<file path="src/aat_pkg.sv">
`default_nettype none
// ----------------------------------------------------------------------------
// aat_pkg: shared types and constants for the box transform core
// Fixed-point formats, payload structs, register indexes and reset values.
// ----------------------------------------------------------------------------
package aat_pkg;

  // Coordinates and translations are signed Q16.16.
  localparam int unsigned CoordW   = 32;
  // Coefficients are signed Q2.14.
  localparam int unsigned CoefW    = 16;
  localparam int unsigned CoefFrac = 14;
  localparam int unsigned NumAxes  = 3;
  localparam int unsigned RowW     = CoefW * NumAxes;
  // Full product, product after the fraction shift, and the sum of four terms.
  localparam int unsigned ProdW    = CoordW + CoefW;
  localparam int unsigned ShW      = ProdW - CoefFrac;
  localparam int unsigned SumW     = ShW + 2;
  localparam int unsigned CfgIdxW  = 3;

  // Reset values give the identity transform.
  localparam logic [RowW-1:0] Row0Reset = 48'h0000_0000_4000;
  localparam logic [RowW-1:0] Row1Reset = 48'h0000_4000_0000;
  localparam logic [RowW-1:0] Row2Reset = 48'h4000_0000_0000;

  typedef enum logic [CfgIdxW-1:0] {
    CFG_ROW0     = 3'd0,
    CFG_ROW1     = 3'd1,
    CFG_ROW2     = 3'd2,
    CFG_OFFSET_X = 3'd3,
    CFG_OFFSET_Y = 3'd4,
    CFG_OFFSET_Z = 3'd5
  } cfg_idx_e;

  typedef logic signed [CoordW-1:0] coord_t;

  typedef struct packed {
    logic signed [CoordW-1:0] min_x;
    logic signed [CoordW-1:0] min_y;
    logic signed [CoordW-1:0] min_z;
    logic signed [CoordW-1:0] max_x;
    logic signed [CoordW-1:0] max_y;
    logic signed [CoordW-1:0] max_z;
  } box_in_t;

  typedef struct packed {
    logic signed [CoordW-1:0] out_min_x;
    logic signed [CoordW-1:0] out_min_y;
    logic signed [CoordW-1:0] out_min_z;
    logic signed [CoordW-1:0] out_max_x;
    logic signed [CoordW-1:0] out_max_y;
    logic signed [CoordW-1:0] out_max_z;
    logic                     clipped;
  } box_out_t;

  // Transform as held in the register file.
  typedef struct packed {
    logic [NumAxes-1:0][RowW-1:0]   row;
    logic [NumAxes-1:0][CoordW-1:0] offset;
  } xform_t;

endpackage
`default_nettype wire

</file>
<file path="src/aat_cfg_regs.sv">
`default_nettype none
// ----------------------------------------------------------------------------
// aat_cfg_regs: transform register file
// Holds the three coefficient rows and the translation vector.
// ----------------------------------------------------------------------------
module aat_cfg_regs (
  input  wire logic                         clk_i,
  input  wire logic                         rst_ni,
  input  wire logic                         cfg_valid_i,
  output      logic                         cfg_ready_o,
  input  wire logic [aat_pkg::CfgIdxW-1:0]  cfg_index_i,
  input  wire logic [aat_pkg::RowW-1:0]     cfg_data_i,
  output      aat_pkg::xform_t              xform_o
);
  import aat_pkg::*;

  xform_t xform_q, xform_d;

  assign cfg_ready_o = 1'b1;

  always_comb begin
    xform_d = xform_q;
    if (cfg_valid_i) begin
      unique case (cfg_idx_e'(cfg_index_i))
        CFG_ROW0:     xform_d.row[0]    = cfg_data_i;
        CFG_ROW1:     xform_d.row[1]    = cfg_data_i;
        CFG_ROW2:     xform_d.row[2]    = cfg_data_i;
        CFG_OFFSET_X: xform_d.offset[0] = cfg_data_i[CoordW-1:0];
        CFG_OFFSET_Y: xform_d.offset[1] = cfg_data_i[CoordW-1:0];
        CFG_OFFSET_Z: xform_d.offset[2] = cfg_data_i[CoordW-1:0];
        // Indexes past the register list are dropped.
        default:      xform_d = xform_q;
      endcase
    end
  end

  always_ff @(posedge clk_i or negedge rst_ni) begin
    if (!rst_ni) begin
      xform_q.row[0] <= Row0Reset;
      xform_q.row[1] <= Row1Reset;
      xform_q.row[2] <= Row2Reset;
      xform_q.offset <= '0;
    end else begin
      xform_q <= xform_d;
    end
  end

  assign xform_o = xform_q;

endmodule
`default_nettype wire

</file>
<file path="config.mk">
export PLATFORM = sky130hd
export DESIGN_NAME = aat_cfg_regs
export DESIGN_NICKNAME = d
export VERILOG_FILES = /design/src/aat_pkg.sv /design/src/aat_cfg_regs.sv
export SDC_FILE = /design/constraint.sdc
export NUM_CORES = 1
export LEC_CHECK = 0
export BUFFER_PORTS_ARGS = -buffer_cell sky130_fd_sc_hd__buf_4
export CORE_ASPECT_RATIO = 1.4
export CORE_UTILIZATION = 31
export CTS_CLUSTER_SIZE = 28
export DETAILED_ROUTE_END_ITERATION = 16
export HOLD_SLACK_MARGIN = 0.1
export PLACE_DENSITY = 0.5
export SYNTH_ARGS = -nofsm -noshare
export SYNTH_HDL_FRONTEND = slang
export SYNTH_SLANG_ARGS = --single-unit
</file>
<file path="constraint.sdc">
create_clock -name clk_i -period 0.9 [get_ports clk_i]
set_input_delay 0.09 -clock clk_i [delete_from_list [all_inputs] [get_ports clk_i]]
set_output_delay 0.09 -clock clk_i [all_outputs]
set_load 0.02 [all_outputs]
</file>
# Yosys cells after proc, flatten, opt, wreduce, memory -nomap -nowiden
# Cells that the tools add are included.
# totals
ff_bits	240
in_bits	54
out_inout_bits	241
word_cells	18
# op_classes
n_eq_ne	5
n_reduce_logical	7
# ops
cell	n
$reduce_and 2->1	6
$eq 3x2->1 const B	2
$eq 3x3->1 const B	2
$eq 3x1->1 const B	1
$logic_not 3->1	1

# Logic depth before layout (Yosys ltp)
# Gate-level depths: netlist of run 1.
# logic_depth
depth_word	2
ltp_mapped	4

# Worst setup path after synthesis of run 1
# Ideal clock, no wire load.
# synth_path
path_kind	input to register
start	in cfg_index_i[0] in the netlist's numbering
end	reg xform_q (netlist bit xform_o[111])
t_arrival_ns	1.067
required_ns	0.773
slack_ns	-0.294
cell_stages	4
n_path_buf	2
path_cell_list	nor4b_2 -> buf_4 -> buf_6 -> mux2_1
# synth_via
elab_chain_len	2
# synth_lines
element	line_no	rtl
start: declaration	aat_cfg_regs.sv:11	input wire logic [aat_pkg::CfgIdxW-1:0] cfg_index_i,
$logic_not 3->1	aat_cfg_regs.sv:24	unique case (cfg_idx_e'(cfg_index_i))
$reduce_and 2->1 (no source line)	n/a	
end signal: assignment	aat_cfg_regs.sv:44	xform_q <= xform_d;
end: declaration	aat_cfg_regs.sv:17	xform_t xform_q, xform_d;
# Every way passes these cells.
# A chain may end at the register's enable or synchronous reset.

# Worst setup path after layout of run 1
# layout_path
start	reg xform_q (netlist bit xform_o[110])
end	out xform_o[110] in the netlist's numbering
# layout_rtl
element	line_no	rtl
end: declaration	aat_cfg_regs.sv:13	output aat_pkg::xform_t xform_o
# No word-level cell between the ends.

==> results of run 1 <==
-- cells in the mapped netlist --
| library cell | n | area [µm²] |
|---|---|---|
| buf_2 | 13 | 65.1 |
| mux2_2 | 150 | 1690 |
| nor4b_2 | 1 | 15.0 |
| dfrtp_1 | 237 | 5930 |
| buf_4 | 5 | 37.5 |
| mux2_1 | 50 | 563 |
| and4bb_1 | 2 | 25.0 |
| nor4bb_1 | 1 | 10.0 |
| nand4b_1 | 2 | 17.5 |
| mux2_4 | 40 | 601 |
| conb_1 | 1 | 3.75 |
| dfstp_2 | 3 | 78.8 |
| buf_6 | 8 | 90.1 |
-- metal layers --
layer  global-route usage, %  vias up
met5                       0        -
met4                    6.26        0
met3                    3.47       46
met2                    32.6      193
met1                    20.2     3235
li1                        -     2727
-- path summary, 6_finish.rpt --
check	start	to	slack, ns
worst min register to register	xform_o[121]	xform_o[121]	0.51
worst max register to register	xform_o[229]	xform_o[229]	-0.11
max in group asynchronous	rst_ni	xform_o[204]	0.29
worst max-delay path	xform_o[110]	xform_o[110]	-0.36
min in group clk_i	cfg_index_i[1]	xform_o[36]	0.17
worst min-delay path	rst_ni	xform_o[135]	-0.0007
-- worst register-to-register path, delay by kind of cell (launching register included) --
kind	cells	cell delay (ns)
DFF	1	0.41
muxes	1	0.26
buffers and inverters	2	0.23
-- report_power, final --
group | total, mW | switching, mW | internal (mW)
Clock | 10.9 | 4.22 | 6.66
Sequential | 15.1 | 1.89 | 13.2
Combinational | 14.2 | 5.97 | 8.21
-- through the flow --
step | total power [mW] | instances
2_1_floorplan | 20.1 | 513
3_3_place_gp | 25.5 | 1190
3_5_place_dp | 25.7 | 1190
4_1_cts | 39.8 | 1345
5_1_grt | 41.9 | 1368
6_report | 40.2 | 1368
-- area by class of cell --
class                           count  area [µm²]  area share (%)
Tap cell                          380         475            3.10
Multi-Input combinational cell    247        3120            20.3
Clock buffer                       34         709            4.63
Timing Repair Buffer              456        4840            31.6
Sequential cell                   240        6010            39.2
Clock inverter                     11         163            1.06
-- cells by family (layout without fill, tap and decap cells) --
family	count (synthesis)	count (layout)	share of synthesized area [%]
other	1	1	0.0411
multiplexers	240	240	31.3
buffers and inverters	26	501	2.11
flip-flops	240	240	65.8
AND/OR/NAND/NOR	6	6	0.740
-- timing repair --
action                                  in CTS  in global routing
gates resized for setup                    243                 63
pin swaps                                    0                  1
endpoints found under the setup margin     240                322
setup buffers                               61                 37
hold endpoints to repair                   480                 12
==> metrics.yaml, run 1 <==
global_route:
  grt.overflow.total: 0
  antenna_found_initial: 0
  track_usage_pct: 17.7
  grt_pass1_wl_mm: 41.1
  grt_start_max_net_pins: 67
  grt_pass1_vias: 6868
setup_path:
  crit_family: "flip-flops"
  r2r_cells: 3
  critPathBufInv: 1
  cp-start-kind: "flip-flop"
  slowest_stage: "dfstp_2"
  worstSetupPathDepth: 1
  arrival_ns: 1.17
  cpPeakStageDelay_ns: 0.55
  critPathRequiredTime_ns: 0.81
  crit_type: "reg -> out"
  crit_chain: "buf_6"
  end_kind: "output pin"
  critPathMaxFanout: 2
cts:
  cts_hold_buf: 49
  cts_sinks: 240
  htreeDepth: 1
  clkLatencyLatePin_ns: 0.51
  clockRootBuffer: "clkbuf_16"
  clk_pin_slew_ns: 0.06
  numCtsBuffers: 25
  tritoncts: "done"
  cts_buffer_depth: 3
power_and_ir_drop:
  ir_drop_mv: 1.39
  p_per_area_mw_per_mm2: 2620
  p_leak_nw: 7.17
sta:
  clock.fmax_mhz: 792
  finalCritPeriodShare_pct: 140
  hold_ws_ns: -0.000654
  finalSetupTns_ns: -56.09
  setup_slack_ns: -0.363
  rsz0062_at_grt: "true"
  setup_violations: 266
  hold_viol_final: 1
  drv_slew: 0
  fin_worst_skew_ns: 0
  fin_crit_ns: 1.26
placement:
  numPortBuffers: 293
  place_area_mm2: 0.0122
  dp_hpwl_mm: 18.4
  pre_cts_ws_ns: -0.517
  gp_congestion: 0.781
hold_path:
  hp-class: "in -> async"
floorplanning:
  coreArea_mm2: 0.0291
  pin_count: 295
  num_rows: 74
  initial_core_util_pct: 31.4
  dieArea_mm2: 0.0301
  die_y_um: 205
  dieWidth_um: 147
logic_synthesis:
  syn-cell-area_mm2: 0.00913
  ys_ff_latch: 240
  synth_fp_nets: 567
  ys_warn_count: 0
  yosysSeqAreaShare_pct: 65.8
  syn_inst: 513
  postSynthAreaPerCell_um2: 17.8
  yosysUniqueCellTypes: 13
outcome:
  status: "finished, violations left"
  violations: "negative hold slack, negative setup slack"
routing:
  top_layer_used: "met4"
  wl_met2_mm: 14.9
  route.met3.wl_mm: 1.38
  wl_met1_mm: 10.2
  wl_per_cell_um: 20.0
  vias: 6201
  ant_nets: 0
  drc: 0
  drtIter0Drc: 170
  viasPerCell: 4.53
  wl_mm: 27.4
  firstDrtPassIters: 4
cells_and_area:
  nets: 1024
  mostFrequentLayoutCell: "buf_6"
  mostFrequentLayoutCells: "buf_6 (294), dfrtp_1 (237), mux2_2 (123), buf_4 (97), mux2_4 (83)"
  drive_gt1_share_pct: 66.9
  fin_util_pct: 52.7
  n_antenna_cell: 0
  design_area_mm2: 0.0153
  nFillCells: 2378
  largest_register_ffs: 240
  area_growth_syn_to_layout_pct: 67.8
job:
  drv_cap: 0
Power figures use the tool's default switching activity.
==> run 2, diff against run 1 <==
Settings changed: CELL_PAD_IN_SITES_DETAIL_PLACEMENT set to 0, CELL_PAD_IN_SITES_GLOBAL_PLACEMENT set to 1, CORE_UTILIZATION 31 to 41, PLACE_DENSITY 0.5 to 0.76, SLEW_MARGIN set to 20.
==> run 2 against run 1 <==
The flow finishes with violations (negative setup slack). Final cell count down 4.9%. Final area up 0.40%. Worst setup slack better by 0.0044 ns. Clock skew unchanged. Combinational power about the same. First-iteration DRC count up 40%. Hold slack better by 0.095 ns. Fmax up 0.35%. Clock-buffer cell count up 5. Wire length up 0.84%. Register-to-register slack about the same. Largest cell class unchanged.
==> metrics.yaml, run 2 (synthesized netlist as in run 1, its figures left out) <==
setup_path:
  arrival_ns: 1.17  # about the same
  slowest_stage: "dfstp_2"
  critPathMaxFanout: 2  # unchanged
  crit_family: "flip-flops"
  critPathBufInv: 1  # unchanged
  crit_chain: "buf_6"
  critPathRequiredTime_ns: 0.81  # about the same
  cp-start-kind: "flip-flop"
  end_kind: "output pin"
  crit_type: "reg -> out"
  r2r_slack_ns: -0.12  # about the same
  cpPeakStageDelay_ns: 0.55  # about the same
routing:
  drtIter0Drc: 238  # +40%
  wl_mm: 27.6  # +0.84%
  drc: 0  # unchanged
  vias: 6316  # +1.9%
  wl_per_cell_um: 21.2  # +6.0%
  viasPerCell: 4.85  # +7.1%
  ant_nets: 0  # unchanged
  firstDrtPassIters: 4  # unchanged
global_route:
  track_usage_pct: 23.3  # +5.6 points
  grt_start_max_net_pins: 45  # -33%
  gr-usage-met3_pct: 3.63  # +0.15 points
  grt.overflow.total: 0  # unchanged
  antenna_found_initial: 0  # unchanged
  grt_pass1_wl_mm: 40.5  # -1.5%
  met2_usage_pct: 43.8  # +11 points
  grt.busiest_layer: "met2"
  met1_usage_pct: 25.6  # +5.4 points
  grt_pass1_vias: 7026  # +2.3%
sta:
  hold_viol_final: 0  # -1
  fin_crit_ns: 1.26  # -0.00444 ns
  setup_slack_ns: -0.359  # +0.00444 ns
  clock.fmax_mhz: 794  # +0.35%
  finalSetupTns_ns: -56.79  # -0.701 ns
  setup_violations: 275  # +3.4%
  finalCritPeriodShare_pct: 140  # -0.49 points
  rsz0062_at_grt: "true"
  fin_worst_skew_ns: 0  # unchanged
  drv_slew: 0  # unchanged
job:
  drv_cap: 0  # unchanged
cts:
  htreeDepth: 1  # unchanged
  clkLatencyLatePin_ns: 0.50  # about the same
  clk_pin_slew_ns: 0.06  # about the same
  cts_hold_buf: 49  # unchanged
  numCtsBuffers: 24  # -4.0%
  tritoncts: "done"
  clockRootBuffer: "clkbuf_16"
  cts_sinks: 240  # unchanged
  cts_buffer_depth: 3  # unchanged
placement:
  dp_hpwl_mm: 17.7  # -3.9%
  numPortBuffers: 293  # unchanged
  dp_cells: 1115  # -6.3%
  pre_cts_ws_ns: -0.518  # -0.000645 ns
  place_area_mm2: 0.0121  # -0.26%
  gp_congestion: 0.744  # -4.8%
cells_and_area:
  mostFrequentLayoutCell: "buf_6"
  final_cells: 1301  # -4.9%
  n_antenna_cell: 0  # unchanged
  mostFrequentLayoutCells: "buf_6 (302), dfrtp_1 (237), mux2_2 (105), buf_4 (104), mux2_4 (102)"
  fin_util_pct: 70.4  # +18 points
  nets: 1040  # +1.6%
  area_growth_syn_to_layout_pct: 68.5
  drive_gt1_share_pct: 67.0  # +0.13 points
  design_area_mm2: 0.0154  # +0.40%
  largest_register_ffs: 240  # unchanged
  nFillCells: 1441  # -39%
power_and_ir_drop:
  clock_power_share_pct: 24.8  # -2.3 points
  p_switching_mw: 12.1  # +0.16%
  p_leak_nw: 7.30  # +1.9%
  power.internal_mw: 27.5  # -2.1%
  swShare_pct: 30.6  # +0.49 points
  share_seq_of_total_power_pct: 38.5  # +0.9 points
  combPwrFrac_pct: 36.7  # +1.4 points
  ir_drop_mv: 1.57  # +13%
  p_per_area_mw_per_mm2: 2570  # -1.8%
hold_path:
  hp-class: "in -> async"
floorplanning:
  dieArea_mm2: 0.0229  # -24%
  initial_core_util_pct: 41.7  # +10 points
  die_y_um: 179  # -13%
  dieWidth_um: 128  # -13%
  num_rows: 64  # -14%
  pin_count: 295  # unchanged
  coreArea_mm2: 0.0219  # -25%
outcome:
  status: "finished, violations left"
  violations: "negative setup slack"
[run 2: cell types whose count changed in the layout (fill, tap and decap cells not counted)]
| cell | before | now |
|---|---|---|
| mux2_4 | 83 | 102 |
| mux2_2 | 123 | 105 |
| buf_6 | 294 | 302 |
| buf_4 | 97 | 104 |
| clkbuf_1 | 4 | 9 |
| bufinv_16 | 4 | 1 |
| clkinvlp_4 | 3 | 0 |
| buf_12 | 15 | 16 |
| clkbuf_16 | 25 | 26 |
| mux2_1 | 34 | 33 |
[run 2: cell type report]
type	instances	area [µm²]	area share, %
multi-input cells	247	3190	20.7
flip-flops and latches	240	6010	39.1
well taps	297	372	2.42
clock inverters	5	50.0	0.325
repair buffers	473	5030	32.7
clock buffers	39	728	4.73
[run 2: power groups by stage]
| stage | Clock, mW | Combinational [mW] | Sequential [mW] |
|---|---|---|---|
| global route | 10.5 | 15.2 | 15.5 |
| floorplan | 0 | 2.58 | 17.5 |
| detailed placement | 0 | 10.9 | 14.8 |
| CTS | 9.99 | 13.6 | 15.0 |
| finish | 9.82 | 14.5 | 15.2 |
| global placement | 0 | 10.7 | 14.7 |
[run 2: routing by layer]
layer | part of all wire (%) | up-vias
met5 | 0 | -
met4 | 4.1 | 0
met1 | 37 | 3289
li1 | - | 2762
met3 | 4.3 | 71
met2 | 54 | 194
[run 2: timing repair]
action	CTS	global route
hold endpoints to repair	480	4
cloned	0	1
setup endpoints to repair	241	337
setup buffers	67	49
pin swaps	0	1
gates resized for setup	246	87
[run 2: metrics by stage]
step	power, mW	hold WS (ns)
6_report	39.6	0.0941
5_1_grt	41.1	0.0971
4_1_cts	38.6	0.0863
3_5_place_dp	25.7	0.0439
3_3_place_gp	25.4	0.0366
2_1_floorplan	20.1	-0.206
[run 2: path summary, 6_finish.rpt]
check                               start      endpoint  depth (start not counted)
max in group asynchronous          rst_ni  xform_o[174]                          3
min in group clk_i         cfg_index_i[2]   xform_o[98]                          4
setup / recovery             xform_o[238]  xform_o[238]                          1
hold reg to reg               xform_o[55]   xform_o[55]                          1
setup reg to reg             xform_o[132]  xform_o[132]                          3
hold / removal                     rst_ni  xform_o[123]                          2
==> run 3, diff against run 2 <==
Settings changed: BUFFER_PORTS_ARGS -buffer_cell sky130_fd_sc_hd__buf_4 to unset, CORE_ASPECT_RATIO 1.4 to unset, CORE_UTILIZATION 41 to 46, DONT_BUFFER_PORTS set to 1, PLACE_DENSITY 0.76 to 0.69, SETUP_SLACK_MARGIN set to 0.2.
==> run 3 against run 2 <==
The run ends with negative hold slack, negative setup slack left. Final area about the same. Clock power hardly changed. Die area is 11% lower. Wire length up 6.1%. Fmax increased by 4.7%. Largest cell class unchanged.
==> metrics.yaml, run 3 (synthesized netlist as in run 1, its figures left out) <==
outcome:
  status: "finished, violations left"
  violations: "negative hold slack, negative setup slack"
global_route:
  grt_start_max_net_pins: 241  # +440%
  antenna_found_initial: 2  # +2
  grt.overflow.total: 0  # unchanged
  grt_pass1_vias: 6812  # -3.0%
  met1_usage_pct: 31.0  # +5.4 points
  grt_pass1_wl_mm: 40.1  # -1.1%
  track_usage_pct: 26.1  # +2.8 points
  grt.busiest_layer: "met2"
  gr-usage-met3_pct: 7.18  # +3.5 points
  met2_usage_pct: 45.4  # +1.6 points
floorplanning:
  dieArea_mm2: 0.0204  # -11%
  coreArea_mm2: 0.0195  # -11%
  num_rows: 51  # -20%
  initial_core_util_pct: 46.9  # +5.1 points
  die_y_um: 143  # -20%
  pin_count: 295  # unchanged
  dieWidth_um: 143  # +12%
routing:
  viasPerCell: 5.16  # +6.3%
  wl_per_cell_um: 23.8  # +12%
  vias: 6340  # +0.38%
  ant_nets: 0  # unchanged
  drc: 0  # unchanged
  firstDrtPassIters: 4  # unchanged
  drtIter0Drc: 263  # +11%
  wl_mm: 29.3  # +6.1%
hold_path:
  hp-class: "in -> async"
setup_path:
  critPathRequiredTime_ns: 0.81  # about the same
  end_kind: "output pin"
  arrival_ns: 1.11  # -0.06 ns
  crit_type: "reg -> out"
  cp-start-kind: "flip-flop"
  critPathMaxFanout: 2  # unchanged
power_and_ir_drop:
  ir_drop_mv: 1.78  # +13%
  power_mw: 40.8  # +3.2%
  p_per_area_mw_per_mm2: 2650  # +3.1%
  p_leak_nw: 7.45  # +1.9%
sta:
  hold_ws_ns: -0.723  # -0.817 ns
  finalCritPeriodShare_pct: 134  # -6.3 points
  drv_slew: 0  # unchanged
  hold_viol_final: 241  # +241
  setup_violations: 308  # +12%
  fin_crit_ns: 1.20  # -0.0563 ns
  setup_slack_ns: -0.303  # +0.0563 ns
  clock.fmax_mhz: 832  # +4.7%
  rsz0062_at_grt: "true"
  fin_worst_skew_ns: 0  # unchanged
cells_and_area:
  mostFrequentLayoutCells: "buf_6 (343), dfrtp_1 (237), mux2_4 (183), mux2_2 (57), dlygate4sd3_1 (48)"
  area_growth_syn_to_layout_pct: 68.6  # about the same
  nets: 1001  # -3.8%
  drive_gt1_share_pct: 69.3  # +2.3 points
  mostFrequentLayoutCell: "buf_6"
  final_cells: 1229  # -5.5%
  largest_register_ffs: 240  # unchanged
  fin_util_pct: 79.1  # +8.7 points
cts:
  numCtsBuffers: 25  # +4.2%
  tritoncts: "done"
  clkLatencyLatePin_ns: 0.50  # about the same
  cts_buffer_depth: 3  # unchanged
  clk_pin_slew_ns: 0.06  # about the same
  cts_sinks: 240  # unchanged
  htreeDepth: 1  # unchanged
  cts_hold_buf: 48  # -2.0%
  clockRootBuffer: "clkbuf_16"
placement:
  pre_cts_ws_ns: -0.342  # +0.176 ns
  dp_cells: 1003  # -10%
  gp_congestion: 0.755  # +1.5%
  numPortBuffers: 0  # -100%
  dp_hpwl_mm: 14.8  # -16%
job:
  drv_cap: 0  # unchanged
## run 3: cell types whose count changed in the layout (fill, tap and decap cells not counted), sizes merged
cell | previous run | this run
buf | 423 | 385
bufinv | 1 | 0
clkinv | 4 | 1
diode | 0 | 3
dlygate4sd3 | 49 | 48
## run 3: cell type report
class                      instances  area, µm²
antenna                            3       7.51
clock buffer                      40        762
clock inverter                     1       5.00
fill                             943       4070
multi-input combinational        247       3490
sequential                       240       6010
tap                              265        332
timing repair buffer             433       4780
## run 3: report_power, final
group	switching [mW]	internal (mW)	leakage, nW	total, mW
Sequential	2.19	13.2	2.88	15.4
Combinational	6.15	9.46	4.19	15.6
Clock	4.10	5.72	0.378	9.82
Total	12.4	28.4	7.45	40.8
## run 3: worst paths after layout
| kind | start | end | slack [ns] | depth (start not counted) |
|---|---|---|---|---|
| setup / recovery | xform_o[174] | xform_o[174] | -0.30 | 0 |
| hold / removal | rst_ni | xform_o[23] | -0.72 | 0 |
| setup reg to reg | xform_o[172] | xform_o[172] | -0.15 | 3 |
| hold reg to reg | xform_o[75] | xform_o[75] | 0.53 | 1 |
| max in group asynchronous | rst_ni | xform_o[238] | 1.31 | 0 |
| min in group clk_i | cfg_index_i[2] | xform_o[102] | 0 | 3 |
## run 3: metrics by stage
| step | TNS, ns | area, µm² | hold slack (ns) |
|---|---|---|---|
| 2_1_floorplan | -38.69 | 9330 | -0.206 |
| 3_3_place_gp | -51.80 | 11400 | -0.199 |
| 3_5_place_dp | -55.30 | 11400 | -0.199 |
| 4_1_cts | -58.43 | 14400 | -0.736 |
| 5_1_grt | -68.22 | 15400 | -0.743 |
| 6_report | -60.42 | 15400 | -0.723 |
## run 3: per-layer routing
metal	vias to the layer above	wire length [µm]	part of all wire, %
met2	280	15000	51
met5	-	0	0
met3	77	2070	7.1
li1	2673	-	-
met1	3310	11100	38
met4	0	1050	3.6
## run 3: repair_timing
item | in CTS | in global routing
resized for setup | 341 | 114
endpoints found under the hold margin | 480 | 290
endpoints found under the setup margin | 480 | 480
pin swaps | 0 | 1
buffers inserted | 56 | 78
